<file path="src/rtl/frame_average_spot_locator_assert.svh">
// Assertion macros for the frame average spot locator.
// Users must have signals named clk and rst in scope; rst disables the check.
`ifndef FRAME_AVERAGE_SPOT_LOCATOR_ASSERT_SVH
`define FRAME_AVERAGE_SPOT_LOCATOR_ASSERT_SVH
`ifndef NO_ASSERTIONS
`define FASL_ASSERT(label, prop, msg) \
  label: assert property (@(posedge clk) disable iff (rst) (prop)) else $error(msg);
`define FASL_ASSERT_IMPL(label, ante, cons, msg) \
  label: assert property (@(posedge clk) disable iff (rst) (ante) |-> (cons)) else $error(msg);
`else
`define FASL_ASSERT(label, prop, msg)
`define FASL_ASSERT_IMPL(label, ante, cons, msg)
`endif
`endif

</file>
<file path="src/rtl/fasl_pkg.sv">
// Shared types and constants for the frame average spot locator.
// No dependencies.
package fasl_pkg;

  localparam int DEF_MAX_WIDTH  = 1024;
  localparam int DEF_MAX_HEIGHT = 1024;
  localparam int DEF_MAX_FRAMES = 255;

  localparam int PIX_W   = 16;
  localparam int SUM_W   = 24;
  localparam int FRAME_W = 8;
  localparam int DIM_W   = 11;
  localparam int COORD_W = 10;
  localparam int DIST_W  = 20;
  localparam int CFG_IDX_W  = 2;
  localparam int CFG_DATA_W = 16;
  localparam int RES_DEPTH  = 4;

  localparam logic [PIX_W-1:0]   THRESHOLD_RST = 16'd35767;
  localparam logic [FRAME_W-1:0] FRAMES_RST    = 8'd1;
  localparam logic [DIM_W-1:0]   DIM_RST       = 11'd1024;

  typedef enum logic [CFG_IDX_W-1:0] {
    REG_THRESHOLD    = 2'd0,
    REG_FRAME_COUNT  = 2'd1,
    REG_IMAGE_WIDTH  = 2'd2,
    REG_IMAGE_HEIGHT = 2'd3
  } cfg_reg_t;

  // per-word control flags that travel down the pipeline
  typedef struct packed {
    logic valid;
    logic first;  // first frame: store is written, not read
    logic last;   // last frame: brightness test applies
    logic eop;    // final word of the pose
  } pipe_ctl_t;

  typedef struct packed {
    logic               found;
    logic [COORD_W-1:0] spot_x;
    logic [COORD_W-1:0] spot_y;
    logic [DIST_W-1:0]  spot_distance;
  } result_t;

endpackage

</file>
<file path="src/rtl/fasl_result_if.sv">
// Result channel: valid/ready plus found flag, spot position and distance.
// Depends on fasl_pkg.
interface fasl_result_if import fasl_pkg::*; ();
  logic               valid;
  logic               ready;
  logic               found;
  logic [COORD_W-1:0] spot_x;
  logic [COORD_W-1:0] spot_y;
  logic [DIST_W-1:0]  spot_distance;

  modport source (output valid, output found, output spot_x, output spot_y,
                  output spot_distance, input ready);
  modport sink   (input valid, input found, input spot_x, input spot_y,
                  input spot_distance, output ready);
endinterface

</file>
<file path="src/rtl/fasl_result_fifo.sv">
// Small result queue in front of the output channel.
// Depends on fasl_pkg and the assertion macro header.
`include "frame_average_spot_locator_assert.svh"
module fasl_result_fifo import fasl_pkg::*; #(
  parameter int DEPTH = RES_DEPTH
) (
  input  logic    clk,
  input  logic    rst,
  input  logic    push,
  input  result_t push_data,
  fasl_result_if.source res
);

  localparam int PTR_W = (DEPTH > 1) ? $clog2(DEPTH) : 1;
  localparam int CNT_W = $clog2(DEPTH + 1);

  result_t           slots [DEPTH];
  logic [PTR_W-1:0]  head;
  logic [PTR_W-1:0]  tail;
  logic [CNT_W-1:0]  count;
  logic              pop;
  result_t           head_word;

  assign pop       = res.valid && res.ready;
  assign head_word = slots[head];
  assign res.valid         = (count != '0);
  assign res.found         = head_word.found;
  assign res.spot_x        = head_word.spot_x;
  assign res.spot_y        = head_word.spot_y;
  assign res.spot_distance = head_word.spot_distance;

  always_ff @(posedge clk) begin
    if (push) begin
      slots[tail] <= push_data;
    end
  end

  always_ff @(posedge clk) begin
    if (rst) begin
      head  <= '0;
      tail  <= '0;
      count <= '0;
    end else begin
      if (push) begin
        tail <= (tail == PTR_W'(DEPTH - 1)) ? '0 : tail + 1'b1;
      end
      if (pop) begin
        head <= (head == PTR_W'(DEPTH - 1)) ? '0 : head + 1'b1;
      end
      count <= count + CNT_W'(push) - CNT_W'(pop);
    end
  end

  `FASL_ASSERT(a_count_range, count <= CNT_W'(DEPTH), "result fifo count out of range")
  `FASL_ASSERT_IMPL(a_no_overflow, push, count < CNT_W'(DEPTH) || pop,
                    "result word pushed into full fifo")
  `FASL_ASSERT_IMPL(a_push_grows, push && !pop, ##1 count == $past(count) + 1'b1,
                    "result fifo count did not grow on push")

endmodule
</file>
<file path="src/flat_wrapper.sv">
// flat-port wrapper written by rule: the top's interface ports become plain ports
module fasl_result_fifo_flat import fasl_pkg::*;
#(
  parameter int DEPTH = RES_DEPTH
)
  (clk, rst, push, push_data, res_valid, res_found, res_spot_x, res_spot_y, res_spot_distance, res_ready);
  fasl_result_if res_i ();
  input  logic clk;
  input  logic rst;
  input  logic push;
  input  result_t push_data;
  output wire logic [$bits(res_i.valid)-1:0] res_valid;
  output wire logic [$bits(res_i.found)-1:0] res_found;
  output wire logic [$bits(res_i.spot_x)-1:0] res_spot_x;
  output wire logic [$bits(res_i.spot_y)-1:0] res_spot_y;
  output wire logic [$bits(res_i.spot_distance)-1:0] res_spot_distance;
  input wire logic [$bits(res_i.ready)-1:0] res_ready;
  assign res_valid = res_i.valid;
  assign res_found = res_i.found;
  assign res_spot_x = res_i.spot_x;
  assign res_spot_y = res_i.spot_y;
  assign res_spot_distance = res_i.spot_distance;
  assign res_i.ready = res_ready;
  fasl_result_fifo #(.DEPTH(DEPTH)) u_core (.clk(clk), .rst(rst), .push(push), .push_data(push_data), .res(res_i));
endmodule
</file>
<file path="config.mk">
export PLATFORM = sky130hd
export DESIGN_NAME = fasl_result_fifo_flat
export DESIGN_NICKNAME = d
export VERILOG_FILES = /design/src/rtl/fasl_pkg.sv /design/src/rtl/fasl_result_if.sv /design/src/rtl/fasl_result_fifo.sv /design/src/flat_wrapper.sv
export VERILOG_INCLUDE_DIRS = /design/src /design/src/rtl
export SDC_FILE = /design/constraint.sdc
export NUM_CORES = 1
export LEC_CHECK = 0
export ABC_CLOCK_PERIOD_IN_PS = 2450
export BUFFER_PORTS_ARGS = -buffer_cell sky130_fd_sc_hd__buf_4
export CAP_MARGIN = 20
export CORE_MARGIN = 3
export CORE_UTILIZATION = 40
export CTS_BUF_LIST = sky130_fd_sc_hd__clkbuf_2 sky130_fd_sc_hd__clkbuf_4 sky130_fd_sc_hd__clkbuf_8
export DETAILED_ROUTE_END_ITERATION = 8
export PLACE_DENSITY = 0.69
export SKIP_LAST_GASP = 1
export SLEW_MARGIN = 15
export SYNTH_ARGS = -nofsm -noshare
export SYNTH_HDL_FRONTEND = slang
export SYNTH_SLANG_ARGS = --single-unit
</file>
<file path="constraint.sdc">
create_clock -name clk -period 2.45 [get_ports clk]
set_input_delay 0.6125 -clock clk [delete_from_list [all_inputs] [get_ports clk]]
set_output_delay 0.6125 -clock clk [all_outputs]
set_load 0.01 [all_outputs]
</file>
==> run_results.csv, run 1 <==
group,metric,value,unit
run_status,outcome,"completed",
setup_path,path_class,"reg2out",
grt,grt_pass1_wl,17800,um
cells_and_area,areaGrowthSynthToFinish,21.0,%
synth,synthesis.instances,259,
cells_and_area,fin_area,7780,um2
grt,grt_max_degree,29,
routing,num_vias,2894,
synth,synth-main-ff-cell,"edfxtp_1",
grt,grt_util_all_layers,13.6,%
setup_path,critPathRequiredTime,1.84,ns
pwr,power.total,7050,uW
floorplan,core_area,15500,um2
setup_path,start_kind,"register",
routing,drt_iter0_markers,147,
timing,period_needed,2.40,ns
setup_path,r2r-end,"u_core.count[2]",
routing,avgViaCountPerCell,4.93,
pwr,ir_drop,0.395,mV
floorplan,initial_core_util,41.5,%
setup_path,critPathMaxStageDelay,0.60,ns
synth,synth_area_leaders,"edfxtp_1, mux4_2, dfxtp_1",
cts,htree_num_levels,4,
synth,synthDistinctLibCells,24,
synth,yosysMostFrequentCell,"edfxtp_1",
min_path,min_path_type,"in2reg",
setup_path,cp-end-kind,"primary output",
synth,yosysWarnings,0,
synth,yosysTopAreaCellShare,76.6,%
setup_path,regToRegStartpoint,"u_core.count[1]",
cells_and_area,utilization,50.3,%
cts,ctsResizeCount,0,
synth,synth_edf_count,164,
setup_path,crit_slowest_cell,"mux4_1",
placement,gp_congestion,0.693,
floorplan,io-pin-count,87,
routing,wire_per_inst,18.9,um
timing,setup_viol,0,
run,cap_violations,0,
timing,finalMaxSlewViolations,0,
pwr,p_leak,0.00263,uW
timing,skew,0.00647,ns
min_path,whs_path_depth,1,
synth,yosysSeqAreaShare,79.4,%
placement,dpl.hpwl,6840,um
synth,yosys.area.top_type,"edfxtp_1",
synth,synth-async-reset-ratio,0,%
timing,fin_crit_sh,98.0,%
cells_and_area,layout-drive-gt1-share,46.0,%
synth,synthesis.nets,312,
synth,synth_seq_cells,173,
timing,fmax,0.417,GHz
cells_and_area,antenna_cells,0,
cells_and_area,finalNetCount,416,
floorplan,die_area,17600,um2
grt,antenna_found_initial,1,
grt,grt_pass1_vias,3232,
timing,tightest_slew,0.431,ns
placement,place_area,7360,um2
floorplan,die_w,133,um
timing,hold_viol,0,
min_path,hold_start,"push_data[21]",
cts,clockBufferDepth,2,
cts,cts_buffers,17,
floorplan,placementRows,45,
min_path,whs_endpoint,"u_core.slots[1][21]",
synth,syn_area,6430,um2
cts,clkLatencyLatePin,0.44,ns
setup_path,cp.arrival,1.79,ns
routing,dr.pass1.iters,4,
synth,synth_common_cells,"edfxtp_1, mux4_2, dfxtp_1",
setup_path,path_max_fanout,18,
timing,grt_setup_unrepaired,"yes",
routing,ant_nets,0,
grt,grt_overflow,0,
setup_path,rr_worst_depth,8,
cts,cts_tree,"built",
setup_path,cp_cell_sequence,"buf_12 -> mux4_1 -> buf_4",
routing,drt_wl_total,11100,um
timing,slew_headroom,71.3,%
pwr,p_per_area,905,nW/um2
floorplan,die_y,133,um
placement,io_buffers,86,
synth,synth_area_per_cell,24.8,um2
setup_path,ff2ff_setup_slack,0.49,ns
cts,path_clk_slew,0.09,ns
routing,drc,0,
cts,clockRootBuffer,"clkbuf_8",
cts,cts_sinks,173,
kinds of logic (layout without fill, tap and decap cells):
group,after synthesis,in the layout,share of synthesized area [%]
AO/OA/AOI/OAI,2,2,0.214
multiplexers,44,44,14.9
buffers and inverters,16,133,2.14
adder cells (fa/ha/maj),8,8,1.67
flip-flops,173,173,79.4
AND/OR/NAND/NOR,15,15,1.36
XOR/XNOR,1,1,0.350
metal layers:
metal	wire length [um]	GRT usage (%)	share of wire, %
met4	201	5.48	1.8
met5	13	0	0.12
met3	599	4.60	5.4
met1	4610	16.9	42
met2	5660	22.0	51
layout make-up:
cell class                 instances  area [um2]
clock buffer                      20         256
clock inverter                    12         170
fill                            1254        7700
inverter                           5        18.8
multi-input combinational         70        1190
sequential                       173        5110
tap                              211         264
timing repair buffer              96         771
per-stage QoR:
step / hold slack (ns) / worst slack [ns] / std cells / TNS (ns)
2_1_floorplan: 0.468 / 0.441 / 259 / 0
3_3_place_gp: 0.478 / 0.384 / 555 / 0
3_5_place_dp: 0.511 / 0.294 / 555 / 0
4_1_cts: 0.326 / -0.00292 / 587 / -0.00292
5_1_grt: 0.332 / -0.0353 / 587 / -0.296
6_report: 0.362 / 0.0493 / 587 / 0
critical path: cells and delay by family (launching register included):
family,cells,cell delay [ns]
muxes,1,0.60
DFF,1,0.38
buffers and inverters,2,0.36
cells in the final DEF, fill, tap and decap left out, drive strengths merged, types with 4 or more instances in the layout:
cell | netlist | final
and2 | 4 | 4
buf | 10 | 96
bufinv | 0 | 4
clkbuf | 1 | 20
clkinv | 0 | 4
clkinvlp | 0 | 4
dfxtp | 9 | 9
edfxtp | 164 | 164
ha | 7 | 7
inv | 5 | 5
mux4 | 41 | 41
flip-flops by register name (all words and copies together) (netlist names), named ones only:
signal        count
u_core.slots    164
u_core.count      3
u_core.tail       2
u_core.head       2
how the worst max path moves through the flow:
stage | from | to | depth (start not counted)
2_1_floorplan | push | u_core.slots[0][0] | 1
3_3_place_gp | res_ready | u_core.count[2] | 9
3_5_place_dp | res_ready | u_core.count[2] | 9
4_1_cts | register | res_found | 3
5_1_grt | register | res_found | 3
6_report | register | res_found | 3
what timing repair did:
item / in CTS / in global routing
hold buffers: 0 / 0
endpoints found under the setup margin: 1 / 21
buffers inserted: 0 / 0
where the power goes:
part           switching [uW]  total (uW)  internal, uW
clock network             964        2100          1130
registers                58.3        3450          3390
logic                     659        1500           840
total                    1680        7050          5370
(Power assumes the default switching activity.)
==> run 2: changes to the inputs <==
Settings changed: CTS_BUF_LIST sky130_fd_sc_hd__clkbuf_2 sky130_fd_sc_hd__clkbuf_4 sky130_fd_sc_hd__clkbuf_8 to default.
==> run 2 against run 1 <==
Effect of this change: core utilization grew 1.2 points; final area increased by 2.3%; highest routed layer unchanged; largest power group unchanged; die area stayed put; critical endpoint unchanged; global-route usage is 0.11 points lower; sequential share of layout area fell by 1.5 points.
==> run_results.csv, run 2 (synthesis results as in run 1) <==
group,metric,value,unit
pwr,p_leak,0.00271,uW
setup_path,start_kind,"register",
cells_and_area,largest_reg_flops,164,
setup_path,path_class,"reg2out",
setup_path,ff2ff_setup_slack,0.49,ns
cells_and_area,reg_top3,"u_core.slots x164, u_core.count x3",
min_path,whs_path_depth,1,
cts,cts_tree,"built",
grt,grt_max_degree,29,
min_path,whs_endpoint,"u_core.slots[3][2]",
cts,hold_buffers,0,
routing,num_vias,2888,
cells_and_area,antenna_cells,0,
cts,clkLatencyLatePin,0.41,ns
timing,fmax,0.425,GHz
timing,grt_setup_unrepaired,"no",
placement,dpl.hpwl,6840,um
setup_path,crit_slowest_cell,"mux4_1",
cts,cts_sinks,173,
routing,drt_iter0_markers,173,
min_path,min_path_type,"in2reg",
routing,ant_nets,0,
run,cap_violations,0,
cells_and_area,layout.cells.most_common,"edfxtp_1",
grt,antenna_found_initial,1,
cells_and_area,nFillCells,1228,
cts,path_clk_slew,0.06,ns
cells_and_area,regMostFlops,"u_core.slots",
cells_and_area,layout-drive-gt1-share,45.2,%
setup_path,cp.arrival,1.74,ns
timing,finalSetupTns,0,ns
routing,wire_per_inst,18.8,um
floorplan,die_w,133,um
cts,post_cts_buffers,0,
setup_path,critPathMaxStageDelay,0.59,ns
setup_path,cp-end-kind,"primary output",
timing,skew,0.00507,ns
setup_path,critPathRequiredTime,1.84,ns
cts,htree_num_levels,4,
setup_path,r2r-end,"u_core.count[2]",
pwr,p_per_area,966,nW/um2
timing,setup_viol,0,
timing,tightest_slew,0.437,ns
grt,grt_pass1_wl,17800,um
floorplan,initial_core_util,41.5,%
floorplan,placementRows,45,
pwr,ir_drop,0.501,mV
min_path,hold_start,"push_data[2]",
cells_and_area,areaGrowthSynthToFinish,23.8,%
grt,grt_overflow,0,
cts,clockRootBuffer,"clkbuf_16",
routing,dr.pass1.iters,4,
run_status,outcome,"completed",
floorplan,die_y,133,um
setup_path,rr_worst_depth,8,
cts,ctsResizeCount,0,
timing,period_needed,2.35,ns
routing,avgViaCountPerCell,4.92,
timing,finalWorstSetupSlack,0.0956,ns
cells_and_area,layout_common_cells,"edfxtp_1, buf_4, mux4_2",
cells_and_area,finalNetCount,416,
timing,fin_crit_sh,96.1,%
setup_path,regToRegStartpoint,"u_core.count[1]",
timing,finalMaxSlewViolations,0,
grt,grt_util_all_layers,13.5,%
timing,slew_headroom,70.9,%
cts,cts_buffers,17,
cts,clockBufferDepth,2,
routing,drt_wl_total,11000,um
floorplan,die_area,17600,um2
floorplan,io-pin-count,87,
placement,gp_congestion,0.693,
setup_path,path_max_fanout,18,
setup_path,cp_cell_sequence,"buf_12 -> mux4_1 -> buf_4",
placement,place_ws,0.294,ns
floorplan,core_area,15500,um2
timing,hold_viol,0,
grt,grt_pass1_vias,3248,
placement,io_buffers,86,
routing,drc,0,
## run 2: how the worst max path moves through the flow
stage / from / end / slack [ns] / cells past startpoint
after floorplan: push / u_core.slots[0][0] / 0.44 / 1
after global placement: res_ready / u_core.count[2] / 0.38 / 9
after detailed placement: res_ready / u_core.count[2] / 0.29 / 9
after CTS: register / res_found / 0.05 / 3
after global routing: register / res_found / 0.01 / 3
final: register / res_found / 0.1 / 3
## run 2: layout make-up
type,count,area (um2),area share [%]
Clock buffer,20,437,5.48
Clock inverter,12,170,2.14
Inverter,5,18.8,0.236
Sequential cell,173,5110,64.2
Timing Repair Buffer,96,771,9.68
Multi-Input combinational cell,70,1190,15.0
Tap cell,211,264,3.31
## run 2: metrics by stage
| stage | cells | utilization, % | power (uW) | hold WS [ns] | area (um2) |
|---|---|---|---|---|---|
| 3_5_place_dp | 555 | 47.5 | 5060 | 0.511 | 7360 |
| 2_1_floorplan | 259 | - | 4490 | 0.468 | 6430 |
| 3_3_place_gp | 555 | 47.5 | 5020 | 0.478 | 7360 |
| 6_report | 587 | 51.4 | 7690 | 0.393 | 7970 |
| 4_1_cts | 587 | 51.4 | 7790 | 0.375 | 7970 |
| 5_1_grt | 587 | 51.4 | 8040 | 0.378 | 7970 |
## run 2: worst max-delay path: cells and delay by family, from the launching register on
kind	cells	cell delay, ns
buf+inv	2	0.35
mux	1	0.59
flops	1	0.37
## run 2: power by group
group	internal (uW)	total, uW	leakage [uW]	switching [uW]
Sequential	3400	3460	0.00158	58.0
Combinational	840	1500	0.000848	656
Clock	1700	2740	0.000279	1050
## run 2: metal layers
metal  track usage, %  vias up  part of all wire, %
li1                 -     1289                    -
met1             17.1     1508                   43
met2             21.6       68                   51
met3             4.49       21                  5.0
met4             5.31        2                  1.7
met5                0        -                 0.12
