File: config.mk
export PLATFORM = sky130hd
export DESIGN_NAME = fasl_spot_track
export DESIGN_NICKNAME = d
export VERILOG_FILES = /design/src/rtl/frame_average_spot_locator_assert.svh /design/src/rtl/fasl_pkg.sv /design/src/rtl/fasl_spot_track.sv
export SDC_FILE = /design/constraint.sdc
export NUM_CORES = 1
export LEC_CHECK = 0
export BUFFER_PORTS_ARGS = -buffer_cell sky130_fd_sc_hd__buf_2
export CORE_ASPECT_RATIO = 0.8
export CORE_MARGIN = 5
export CORE_UTILIZATION = 65
export CTS_CLUSTER_SIZE = 25
export DETAILED_ROUTE_END_ITERATION = 12
export PLACE_DENSITY = 0.87
export SYNTH_ARGS = -nofsm -noshare
export SYNTH_HDL_FRONTEND = slang
export SYNTH_SLANG_ARGS = --single-unit
File: constraint.sdc
create_clock -name clk -period 14.4 [get_ports clk]
set_input_delay 1.44 -clock clk [delete_from_list [all_inputs] [get_ports clk]]
set_output_delay 1.44 -clock clk [all_outputs]
set_load 0.005 [all_outputs]
File: src/rtl/frame_average_spot_locator_assert.svh
// Assertion macros for the frame average spot locator.
// Users must have signals named clk and rst in scope; rst disables the check.
`ifndef FRAME_AVERAGE_SPOT_LOCATOR_ASSERT_SVH
`define FRAME_AVERAGE_SPOT_LOCATOR_ASSERT_SVH
`ifndef NO_ASSERTIONS
`define FASL_ASSERT(label, prop, msg) \
  label: assert property (@(posedge clk) disable iff (rst) (prop)) else $error(msg);
`define FASL_ASSERT_IMPL(label, ante, cons, msg) \
  label: assert property (@(posedge clk) disable iff (rst) (ante) |-> (cons)) else $error(msg);
`else
`define FASL_ASSERT(label, prop, msg)
`define FASL_ASSERT_IMPL(label, ante, cons, msg)
`endif
`endif

File: src/rtl/fasl_pkg.sv
// Shared types and constants for the frame average spot locator.
// No dependencies.
package fasl_pkg;

  localparam int DEF_MAX_WIDTH  = 1024;
  localparam int DEF_MAX_HEIGHT = 1024;
  localparam int DEF_MAX_FRAMES = 255;

  localparam int PIX_W   = 16;
  localparam int SUM_W   = 24;
  localparam int FRAME_W = 8;
  localparam int DIM_W   = 11;
  localparam int COORD_W = 10;
  localparam int DIST_W  = 20;
  localparam int CFG_IDX_W  = 2;
  localparam int CFG_DATA_W = 16;
  localparam int RES_DEPTH  = 4;

  localparam logic [PIX_W-1:0]   THRESHOLD_RST = 16'd35767;
  localparam logic [FRAME_W-1:0] FRAMES_RST    = 8'd1;
  localparam logic [DIM_W-1:0]   DIM_RST       = 11'd1024;

  typedef enum logic [CFG_IDX_W-1:0] {
    REG_THRESHOLD    = 2'd0,
    REG_FRAME_COUNT  = 2'd1,
    REG_IMAGE_WIDTH  = 2'd2,
    REG_IMAGE_HEIGHT = 2'd3
  } cfg_reg_t;

  // per-word control flags that travel down the pipeline
  typedef struct packed {
    logic valid;
    logic first;  // first frame: store is written, not read
    logic last;   // last frame: brightness test applies
    logic eop;    // final word of the pose
  } pipe_ctl_t;

  typedef struct packed {
    logic               found;
    logic [COORD_W-1:0] spot_x;
    logic [COORD_W-1:0] spot_y;
    logic [DIST_W-1:0]  spot_distance;
  } result_t;

endpackage

File: src/rtl/fasl_spot_track.sv
// Brightness test and nearest-to-center tracking of the bright pixel.
// Two stages: squares registered, then compare and update. Depends on fasl_pkg.
module fasl_spot_track import fasl_pkg::*; #(
  parameter int XW = 10,
  parameter int YW = 10
) (
  input  logic               clk,
  input  logic               rst,
  input  logic               restart,
  input  logic [PIX_W-1:0]   threshold,
  input  logic [FRAME_W-1:0] frames,
  input  pipe_ctl_t          ctl,
  input  logic [XW-1:0]      x,
  input  logic [YW-1:0]      y,
  input  logic [XW-1:0]      dx,
  input  logic [YW-1:0]      dy,
  input  logic [SUM_W-1:0]   sum,
  output logic               push,
  output result_t            push_data
);

  localparam int SQW = (XW > YW) ? 2 * XW : 2 * YW;
  localparam int DW  = SQW + 1;

  pipe_ctl_t        s2_ctl;
  logic [XW-1:0]    s2_x;
  logic [YW-1:0]    s2_y;
  logic [SQW-1:0]   sq_x;
  logic [SQW-1:0]   sq_y;
  logic [SUM_W-1:0] limit;

  logic          any_found, any_found_next;
  logic [DW-1:0] best_d, best_d_next;
  logic [XW-1:0] best_x, best_x_next;
  logic [YW-1:0] best_y, best_y_next;
  logic [DW-1:0] cand_d;
  logic          take;

  always_ff @(posedge clk) begin
    limit <= SUM_W'(threshold) * SUM_W'(frames);
    s2_x  <= x;
    s2_y  <= y;
    sq_x  <= SQW'(dx) * SQW'(dx);
    sq_y  <= SQW'(dy) * SQW'(dy);
    if (rst) begin
      s2_ctl <= '0;
    end else begin
      s2_ctl <= ctl;
    end
  end

  always_comb begin
    cand_d = DW'(sq_x) + DW'(sq_y);
    take = s2_ctl.valid && s2_ctl.last && (sum >= limit) &&
           (!any_found || cand_d < best_d);
    any_found_next = any_found;
    best_d_next    = best_d;
    best_x_next    = best_x;
    best_y_next    = best_y;
    if (take) begin
      any_found_next = 1'b1;
      best_d_next    = cand_d;
      best_x_next    = s2_x;
      best_y_next    = s2_y;
    end
    push = s2_ctl.valid && s2_ctl.eop;
    push_data.found         = any_found_next;
    push_data.spot_x        = any_found_next ? COORD_W'(best_x_next) : '0;
    push_data.spot_y        = any_found_next ? COORD_W'(best_y_next) : '0;
    push_data.spot_distance = any_found_next ? DIST_W'(best_d_next) : '0;
  end

  always_ff @(posedge clk) begin
    if (rst || restart || push) begin
      any_found <= 1'b0;
      best_d    <= '0;
      best_x    <= '0;
      best_y    <= '0;
    end else begin
      any_found <= any_found_next;
      best_d    <= best_d_next;
      best_x    <= best_x_next;
      best_y    <= best_y_next;
    end
  end

endmodule

==> impl_metrics.tcl, run 1 <==
set metrics [dict create \
    status "finished clean" \
    synthMuxAreaShare_pct 3.03 \
    crit_fanout 55 \
    drtIter0Drc 614 \
    start_util_pct 65.6 \
    hpwl_um 24800 \
    synth-simple-area-share_pct 15.0 \
    setup_tns_ps 0 \
    drt.antenna.violating_nets 0 \
    grt_usage_pct 25.3 \
    gp_congestion 0.869 \
    crit_chain "ha_1 -> a21oi_1 -> o22ai_1 -> nand3_1 -> a21oi_1 -> nor3_1 -> xnor2_1 -> ha_1 -> a21o_1 -> a21oi_1 -> o21ai_0 -> or3_1 -> o221ai_2 -> a2bb2oi_4 -> buf_4 -> a22o_1 -> buf_2" \
    fmax_ghz 0.131 \
    final_area_um2 16200 \
    synthAdderAreaFrac_pct 41.6 \
    clock_path_buffers 2 \
    yosysSeqAreaShare_pct 17.4 \
    cpMostUsedCell "a21oi_1" \
    insertion_delay_ps 420 \
    viasPerCell 5.52 \
    dieArea_um2 25600 \
    rsz0062_at_grt "no" \
    cts_resized 0 \
    chipHeight_um 144 \
    cts_buffers 17 \
    critPathTopFamily "compound AO/OA/AOI/OAI gates" \
    min_path_type "register to register" \
    finalPower_mw 3.03 \
    syn_to_final_growth_pct 10.3 \
    synth_top_family_by_area "adder cells" \
    critPathArrivalTime_ps 6190 \
    p_leak_nw 8.22 \
    use_met3_pct 4.00 \
    layout_setup_ws_ps 6770 \
    pre_cts_slack_ps 7390 \
    mostFrequentLayoutCells "inv_1, ha_1, fa_1, and2_1, buf_2" \
    final_cell_count_no_fill 2013 \
    syn_inst 1581 \
    syn_avg_cell_area_um2 9.26 \
    hold_viol_final 0 \
    synth.ff_latch_count 127 \
    antenna_found_initial 2 \
    fin_util_pct 72.4 \
    met1_usage_pct 34.0 \
    dp.cells 1980 \
    async_reset_ff_share_pct 0 \
    grt_start_max_net_pins 56 \
    busiest_layer "met2" \
    p_per_area_nw_per_um2 187 \
    maxCapViolations 0 \
    ir_drop_mv 0.121 \
    boundaryPins 137 \
    dr.pass1.iters 5 \
    cts_setup_buffers 0 \
    holdWs_ps 496 \
    coreArea_um2 22300 \
    rows 49 \
    synthFlopType "dfxtp_1" \
    layout_commonest_cell "inv_1" \
    synth_edf_count 0 \
    first_global_vias 11652 \
    start_kind "register" \
    slowest_delay_ps 700 \
    fin_skew_ps 14.2 \
    clockRootBuffer "clkbuf_16" \
    setup_viol 0 \
    relSlewSlack_pct 23.5 \
    overflow 0 \
    htreeDepth 4 \
    cts.sinks 127 \
    synth_compound_area_share_pct 9.88 \
    grtUsageMet2_pct 43.1 \
    finalCritPeriodShare_pct 53.0 \
    post-route-drc-count 0 \
    cts_hold_buf 0 \
    drt_wl_total_um 31000 \
    drive_gt1_share_pct 10.8 \
    crit_type "register to output port" \
    ys_types 60 \
    finalCriticalPeriod_ps 7630 \
    die_w_um 178 \
    fin_nets 2168 \
    cts.clk_slew.worst_paths_ps 60 \
    path_buf_inv 2 \
    io_buffers 135 \
    grt_pass1_wl_um 53100 \
    cp_data_required_time_ps 12960 \
    vias 11108 \
    maxSlewViolCount 0 \
    synth_xor_area_share_pct 4.43 \
    post_dp_cell_area_um2 15500 \
    wire_per_inst_um 15.4 \
    cp_slowest_cell "a2bb2oi_4" \
    tightest_slew_ps 1150 \
    cts_tree "yes" \
    synth_nets 2056 \
    yosysWarnings 0 \
    end_kind "output port" \
    syn_area_um2 14600 \
]
report_power, final:
| group | switching, mW | internal (mW) |
|---|---|---|
| clock network | 0.176 | 0.281 |
| logic | 1.18 | 0.909 |
| registers | 0.0274 | 0.453 |
| total | 1.38 | 1.64 |
sequential cells by signal, summed over array words and instances (netlist names):
| signal | flops |
|---|---|
| limit | 24 |
| best_d | 21 |
| sq_x | 19 |
| sq_y | 19 |
| best_x | 10 |
| best_y | 10 |
| s2_x | 10 |
| s2_y | 10 |
| s2_ctl | 3 |
| any_found | 1 |
area by class of cell:
class	count	area, um2
clock inverters	13	176
fillers	1648	6160
multi-input cells	1129	10900
flip-flops and latches	127	2540
well taps	306	383
inverters	281	1050
diodes	1	2.50
repair buffers	137	691
clock buffers	19	443
cell families (layout without fill, tap and decap cells):
logic type	Yosys count	in the layout
AND/OR/NAND/NOR	428	428
adder cells (fa/ha/maj)	380	380
buffers and inverters	325	450
AO/OA/AOI/OAI	203	203
flip-flops	127	127
XOR/XNOR	74	74
multiplexers	44	44
other	0	1
path summary, 6_finish.rpt:
kind                   startpoint              endpoint  slack, ps  cells after the start
min          best_x[7]$_SDFF_PP0_  best_x[7]$_SDFF_PP0_        500                      2
min reg2reg  best_x[7]$_SDFF_PP0_  best_x[7]$_SDFF_PP0_        500                      2
max               sq_x[3]$_DFF_P_         push_data[16]       6770                     17
max reg2reg       sq_x[3]$_DFF_P_  best_x[2]$_SDFF_PP0_       8580                     17
layer usage:
| metal | up-vias | wire [um] |
|---|---|---|
| met2 | 299 | 14600 |
| met3 | 53 | 1710 |
| li1 | 5331 | - |
| met4 | 2 | 546 |
| met5 | - | 7 |
| met1 | 5423 | 14200 |
cell usage after synthesis, drive strengths merged (28+ instances only):
library cell	count	area share [%]
inv	281	7.2
dfxtp	127	17
a21o	28	1.4
clkbuf	29	0.74
a22o	41	2.5
ha	202	17
o21ai	28	0.96
nand2	93	2.4
nor2	91	2.3
xnor2	56	3.3
mux2i	41	2.8
a21oi	54	1.9
and2	153	6.5
fa	178	24
worst reg2reg max path, stage by stage (launching register included):
cell and delay, ps:
dfxtp_1 310, ha_1 320, a21oi_1 130, o22ai_1 490, nand3_1 240, a21oi_1 370
nor3_1 110, xnor2_1 540, ha_1 390, a21o_1 170, a21oi_1 120, o21ai_0 100
or3_1 330, o221ai_2 290, a2bb2oi_4 710, buf_4 710, mux2i_1 300, nor2_1 60
(Power assumes the default switching activity.)
==> inputs of run 2 (changes only) <==
Settings changed: CORE_UTILIZATION 65 to 56, PLACE_DENSITY 0.87 to 0.8.
Clock period 14.4 ns to 6.49 ns, I/O delays scaled along.
==> impl_metrics.tcl, run 2 (synthesis results as in run 1) <==
set metrics [dict create \
    status "finished clean" \
    layout_commonest_cell "inv_1" \
    hpwl_um 24400 \
    dp.cells 2031 \
    boundaryPins 137 \
    syn_to_final_growth_pct 11.0 \
    maxCapViolations 0 \
    mostFrequentLayoutCells "inv_1, ha_1, fa_1, and2_1, buf_2" \
    cts.sinks 127 \
    cts.clk_slew.worst_paths_ps 60 \
    biggestRegsByFlops "limit (24), best_d (21)" \
    slowest_delay_ps 490 \
    cp_data_required_time_ps 5840 \
    wire_per_inst_um 14.7 \
    p_leak_nw 8.24 \
    largest-register "limit" \
    grt_usage_pct 21.5 \
    grt_start_max_net_pins 82 \
    post_dp_cell_area_um2 15600 \
    first_global_vias 11594 \
    drtIter0Drc 506 \
    cts_hold_buf 0 \
    grt_pass1_wl_um 52900 \
    post-route-drc-count 0 \
    routed.top_layer "met5" \
    cts_buffers 17 \
    relSlewSlack_pct 20.4 \
    cts_resized 0 \
    cpMostUsedCell "a21oi_1" \
    min_path_type "input pin to register" \
    io_buffers 135 \
    finalPower_mw 6.70 \
    crit-reg2reg-capture "best_d[16]$_SDFF_PP0_" \
    tightest_slew_ps 1190 \
    final_area_um2 16300 \
    pre_cts_slack_ps 729 \
    largest_reg_flops 24 \
    crit_type "register to output port" \
    wl_met2_um 14100 \
    cp_slowest_cell "o22ai_1" \
    cts_setup_buffers 0 \
    startpoint "sq_x[3]$_DFF_P_" \
    nFillCells 2171 \
    overflow 0 \
    cts_tree "yes" \
    ff2ff_path_depth 17 \
    antenna_found_initial 1 \
    rsz0062_at_grt "no" \
    start_kind "register" \
    diodes 0 \
    maxSlewViolCount 0 \
    holdWs_ps 328 \
    final_cell_count_no_fill 2063 \
    end_kind "output port" \
    rows 53 \
    start_util_pct 56.3 \
    ir_drop_mv 0.235 \
    coreArea_um2 26000 \
    layout_setup_ws_ps 512 \
    dr_wl_met3_um 1170 \
    critPathArrivalTime_ps 5330 \
    vias 10882 \
    dr.pass1.iters 5 \
    drt.antenna.violating_nets 0 \
    r2r_slack_ps 1510 \
    setup_tns_ps 0 \
    dieArea_um2 29500 \
    die_w_um 191 \
    drt_wl_total_um 30300 \
    finalCriticalPeriod_ps 5980 \
    htreeDepth 4 \
    gp_congestion 0.860 \
    fmax_ghz 0.167 \
    crit_path_end "push_data[8]" \
    setup_viol 0 \
    crit_fanout 81 \
    fin_nets 2168 \
    p_per_area_nw_per_um2 412 \
    insertion_delay_ps 420 \
    drive_gt1_share_pct 10.8 \
    fin_skew_ps 11.0 \
    m1WireLength_um 14600 \
    clockRootBuffer "clkbuf_16" \
    crit_chain "ha_1 -> a21oi_1 -> o22ai_1 -> nand3_1 -> a21oi_1 -> nor3_1 -> xnor2_1 -> ha_1 -> a21o_1 -> a21oi_1 -> o21ai_0 -> or3_1 -> o221ai_2 -> a2bb2oi_4 -> buf_12 -> a22o_1 -> buf_2" \
    r2r_start "sq_x[3]$_DFF_P_" \
    viasPerCell 5.27 \
    clock_path_buffers 2 \
    fin_util_pct 62.5 \
    hold_viol_final 0 \
    finalCritPeriodShare_pct 92.1 \
    chipHeight_um 155 \
]
run 2: layout make-up:
cell class,count,area (um2),share of cell area (%)
timing repair buffer,137,703,4.33
multi-input combinational,1129,10900,66.8
inverter,281,1050,6.49
clock buffer,19,443,2.73
tap,357,447,2.75
sequential,127,2540,15.6
clock inverter,13,200,1.23
run 2: how the worst min path moves through the flow:
stage                                       start                 endpoint  slack, ps  depth (start not counted)
after floorplan           best_d[20]$_SDFFE_PP0N_  best_d[20]$_SDFFE_PP0N_        460                          2
after global placement    best_d[20]$_SDFFE_PP0N_  best_d[20]$_SDFFE_PP0N_        470                          2
after detailed placement     best_y[2]$_SDFF_PP0_     best_y[2]$_SDFF_PP0_        480                          2
after CTS                                    y[1]          s2_y[1]$_DFF_P_        310                          1
after global routing                         x[4]          s2_x[4]$_DFF_P_        310                          1
final                                        x[4]          s2_x[4]$_DFF_P_        330                          1
run 2: per-layer routing:
metal / up-vias / global-route usage (%)
met3: 37 / 2.80
met1: 5319 / 30.1
met2: 200 / 35.7
met5: - / 0
met4: 2 / 5.13
li1: 5324 / -
run 2: power by group:
| group | switching (mW) | total [mW] | internal, mW | leakage [nW] |
|---|---|---|---|---|
| sequential | 0.0624 | 1.07 | 1.01 | 1.05 |
| clock | 0.388 | 1.05 | 0.664 | 0.311 |
| combinational | 2.56 | 4.58 | 2.01 | 6.87 |
| total | 3.02 | 6.70 | 3.68 | 8.24 |
run 2: critical path, delay by kind of cell, from the launching register on:
kind | cells | cell delay [ps]
and+or+nand+nor | 3 | 690
adders and majority gates | 2 | 680
AOI/OAI and AO/OA | 9 | 2200
DFF | 1 | 320
xor gates and xnor gates | 1 | 470
buffers and inverters | 2 | 500
==> inputs of run 3 (changes only) <==
Settings changed: ABC_AREA from default to 1, CORE_UTILIZATION 56 to 57, CTS_CLUSTER_SIZE 25 to default, PLACE_DENSITY 0.8 to 0.81.
==> impl_metrics.tcl, run 3 <==
set metrics [dict create \
    status "finished clean" \
    drt.antenna.violating_nets 0 \
    htreeDepth 4 \
    syn_to_final_growth_pct 8.93 \
    hold_viol_final 0 \
    layout_commonest_cell "inv_1" \
    fmax_ghz 0.198 \
    fin_util_pct 63.4 \
    end_kind "register" \
    cts.sinks 127 \
    cp_data_required_time_ps 6810 \
    cts_hold_buf 0 \
    biggestRegsByFlops "limit (24), best_d (21)" \
    mostFrequentLayoutCells "inv_1, nand2_1, ha_1, fa_1, nor2_1" \
    maxSlewViolCount 0 \
    start_util_pct 58.2 \
    drive_gt1_share_pct 7.88 \
    path_buf_inv 4 \
    hpwl_um 29600 \
    start_kind "input pin" \
    tightest_slew_ps 1080 \
    synthMuxAreaShare_pct 0 \
    async_reset_ff_share_pct 0 \
    cp_slowest_cell "fa_1" \
    wire_per_inst_um 13.6 \
    post_dp_cell_area_um2 16800 \
    r2r_slack_ps 2890 \
    relSlewSlack_pct 27.7 \
    drtIter0Drc 973 \
    antenna_found_initial 1 \
    cts_tree "yes" \
    die_w_um 197 \
    syn_avg_cell_area_um2 7.24 \
    rsz0062_at_grt "no" \
    final_area_um2 17400 \
    ys_top_cells_by_area "fa_1, dfxtp_1, ha_1" \
    dieArea_um2 31500 \
    chipHeight_um 160 \
    gp_congestion 0.915 \
    viasPerCell 5.12 \
    crit_type "input pin to register" \
    drt_wl_total_um 36200 \
    cts_setup_buffers 0 \
    min_from "y[4]" \
    maxCapViolations 0 \
    crit-reg2reg-capture "best_d[18]$_SDFF_PP0_" \
    grt_start_max_net_pins 43 \
    syn_inst 2205 \
    synth.ff_latch_count 127 \
    synth_xor_area_share_pct 3.78 \
    pre_cts_slack_ps 1050 \
    synthAdderAreaFrac_pct 38.1 \
    rows 54 \
    r2r_start "sq_x[11]$_DFF_P_" \
    synth_compound_area_share_pct 5.92 \
    largest_reg_flops 24 \
    slowest_delay_ps 550 \
    fin_nets 2759 \
    setup_tns_ps 0 \
    synth-simple-area-share_pct 20.7 \
    grt_pass1_wl_um 61900 \
    yosysTopAreaCell "fa_1" \
    min_path_type "input pin to register" \
    synthTopCellsByCount "inv_1, nand2_1, ha_1" \
    synth_top_cell_area_share_pct 22.3 \
    synth_nets 2680 \
    yosysSeqAreaShare_pct 15.9 \
    hold_end "s2_y[4]$_DFF_P_" \
    yosysMostFrequentCell "inv_1" \
    cpMostUsedCell "fa_1" \
    clockRootBuffer "clkbuf_16" \
    clock_path_buffers 2 \
    io_buffers 135 \
    setup_viol 0 \
    layout_setup_ws_ps 1430 \
    min_path_cells 1 \
    cts_resized 0 \
    critPathTopFamily "adder cells" \
    cts_buffers 17 \
    finalCriticalPeriod_ps 5060 \
    synthFlopType "dfxtp_1" \
    overflow 0 \
    p_leak_nw 10.6 \
    ys_types 37 \
    syn_area_um2 16000 \
    crit_chain "buf_2 -> nand2_1 -> fa_1 -> fa_1 -> inv_1 -> fa_1 -> fa_1 -> inv_1 -> fa_1 -> inv_1 -> ha_1 -> nand2_1 -> nor2_1 -> nand4_1 -> o21ai_0 -> nand3b_1 -> nand3b_1 -> nand2_1" \
    crit_fanout 11 \
    largest-register "limit" \
    cts.clk_slew.worst_paths_ps 70 \
    first_global_vias 13613 \
    boundaryPins 137 \
    yosysWarnings 0 \
    coreArea_um2 27400 \
    synth_top_family_by_area "adder cells" \
    grt_usage_pct 23.2 \
    synth_edf_count 0 \
    fin_skew_ps 11.6 \
    dr.pass1.iters 5 \
    ir_drop_mv 0.249 \
    ff2ff_path_depth 18 \
    holdWs_ps 316 \
    critPathArrivalTime_ps 5380 \
    vias 13639 \
    post-route-drc-count 0 \
    finalCritPeriodShare_pct 77.9 \
    insertion_delay_ps 430 \
    p_per_area_nw_per_um2 412 \
]
[run 3: worst max path at each step]
stage,to,slack (ps),cells past startpoint,start
after CTS,sq_y[19]$_DFF_P_,1470,18,dy[0]
after floorplan,sq_y[19]$_DFF_P_,1420,18,dy[9]
final,sq_y[19]$_DFF_P_,1430,18,dy[0]
after detailed placement,sq_y[19]$_DFF_P_,1050,18,dy[0]
after global placement,sq_y[19]$_DFF_P_,1130,18,dy[0]
after global routing,sq_y[19]$_DFF_P_,1070,18,dy[0]
[run 3: kinds of logic after synthesis]
| logic type | Yosys count |
|---|---|
| flip-flops | 127 |
| XOR/XNOR | 69 |
| AO/OA/AOI/OAI | 165 |
| buffers and inverters | 649 |
| AND/OR/NAND/NOR | 815 |
| adder cells (fa/ha/maj) | 380 |
[run 3: metal layers]
layer / global-route usage (%) / vias up / wire length (um) / part of all wire [%]
met5: 0 / - / 13 / 0.036
met4: 5.36 / 2 / 514 / 1.4
met3: 3.86 / 54 / 2490 / 6.9
met2: 38.2 / 455 / 16700 / 46
met1: 32.2 / 6403 / 16500 / 45
li1: - / 6725 / - / -
[run 3: power breakdown]
part | leakage (nW) | switching (mW) | internal [mW] | total [mW]
registers | 1.05 | 0.0597 | 1.01 | 1.07
clock network | 0.303 | 0.401 | 0.591 | 0.992
logic | 9.28 | 3.20 | 1.91 | 5.12
total | 10.6 | 3.67 | 3.51 | 7.18
[run 3: area by class of cell]
type                            instances  area, um2
Antenna cell                            1       2.50
Clock buffer                           18        439
Clock inverter                         14        171
Fill cell                            2400      10000
Inverter                              571       2140
Multi-Input combinational cell       1429      10900
Sequential cell                       127       2540
Tap cell                              364        455
Timing Repair Buffer                  138        698
[run 3: stage by stage]
stage	cells	power, mW
finish	2662	7.18
global route	2661	8.01
CTS	2661	7.14
detailed placement	2629	6.10
global placement	2629	5.92
floorplan	2205	4.96
[run 3: worst register-to-register path, cell delays in order, from the launching register on]
cell and delay [ps]:
dfxtp_1 310, ha_1 400, a21oi_1 310, nand2_1 120, a21oi_1 180, nand2_1 90, nand2_1 60, o311ai_0 220
ha_1 380, nand2_1 100, nor2_1 70, a21boi_0 120, nor2_1 120, nand3_1 100, nand2_1 120, nand3_4 410
nand2_1 180, nand2_1 140, nor2_1 100
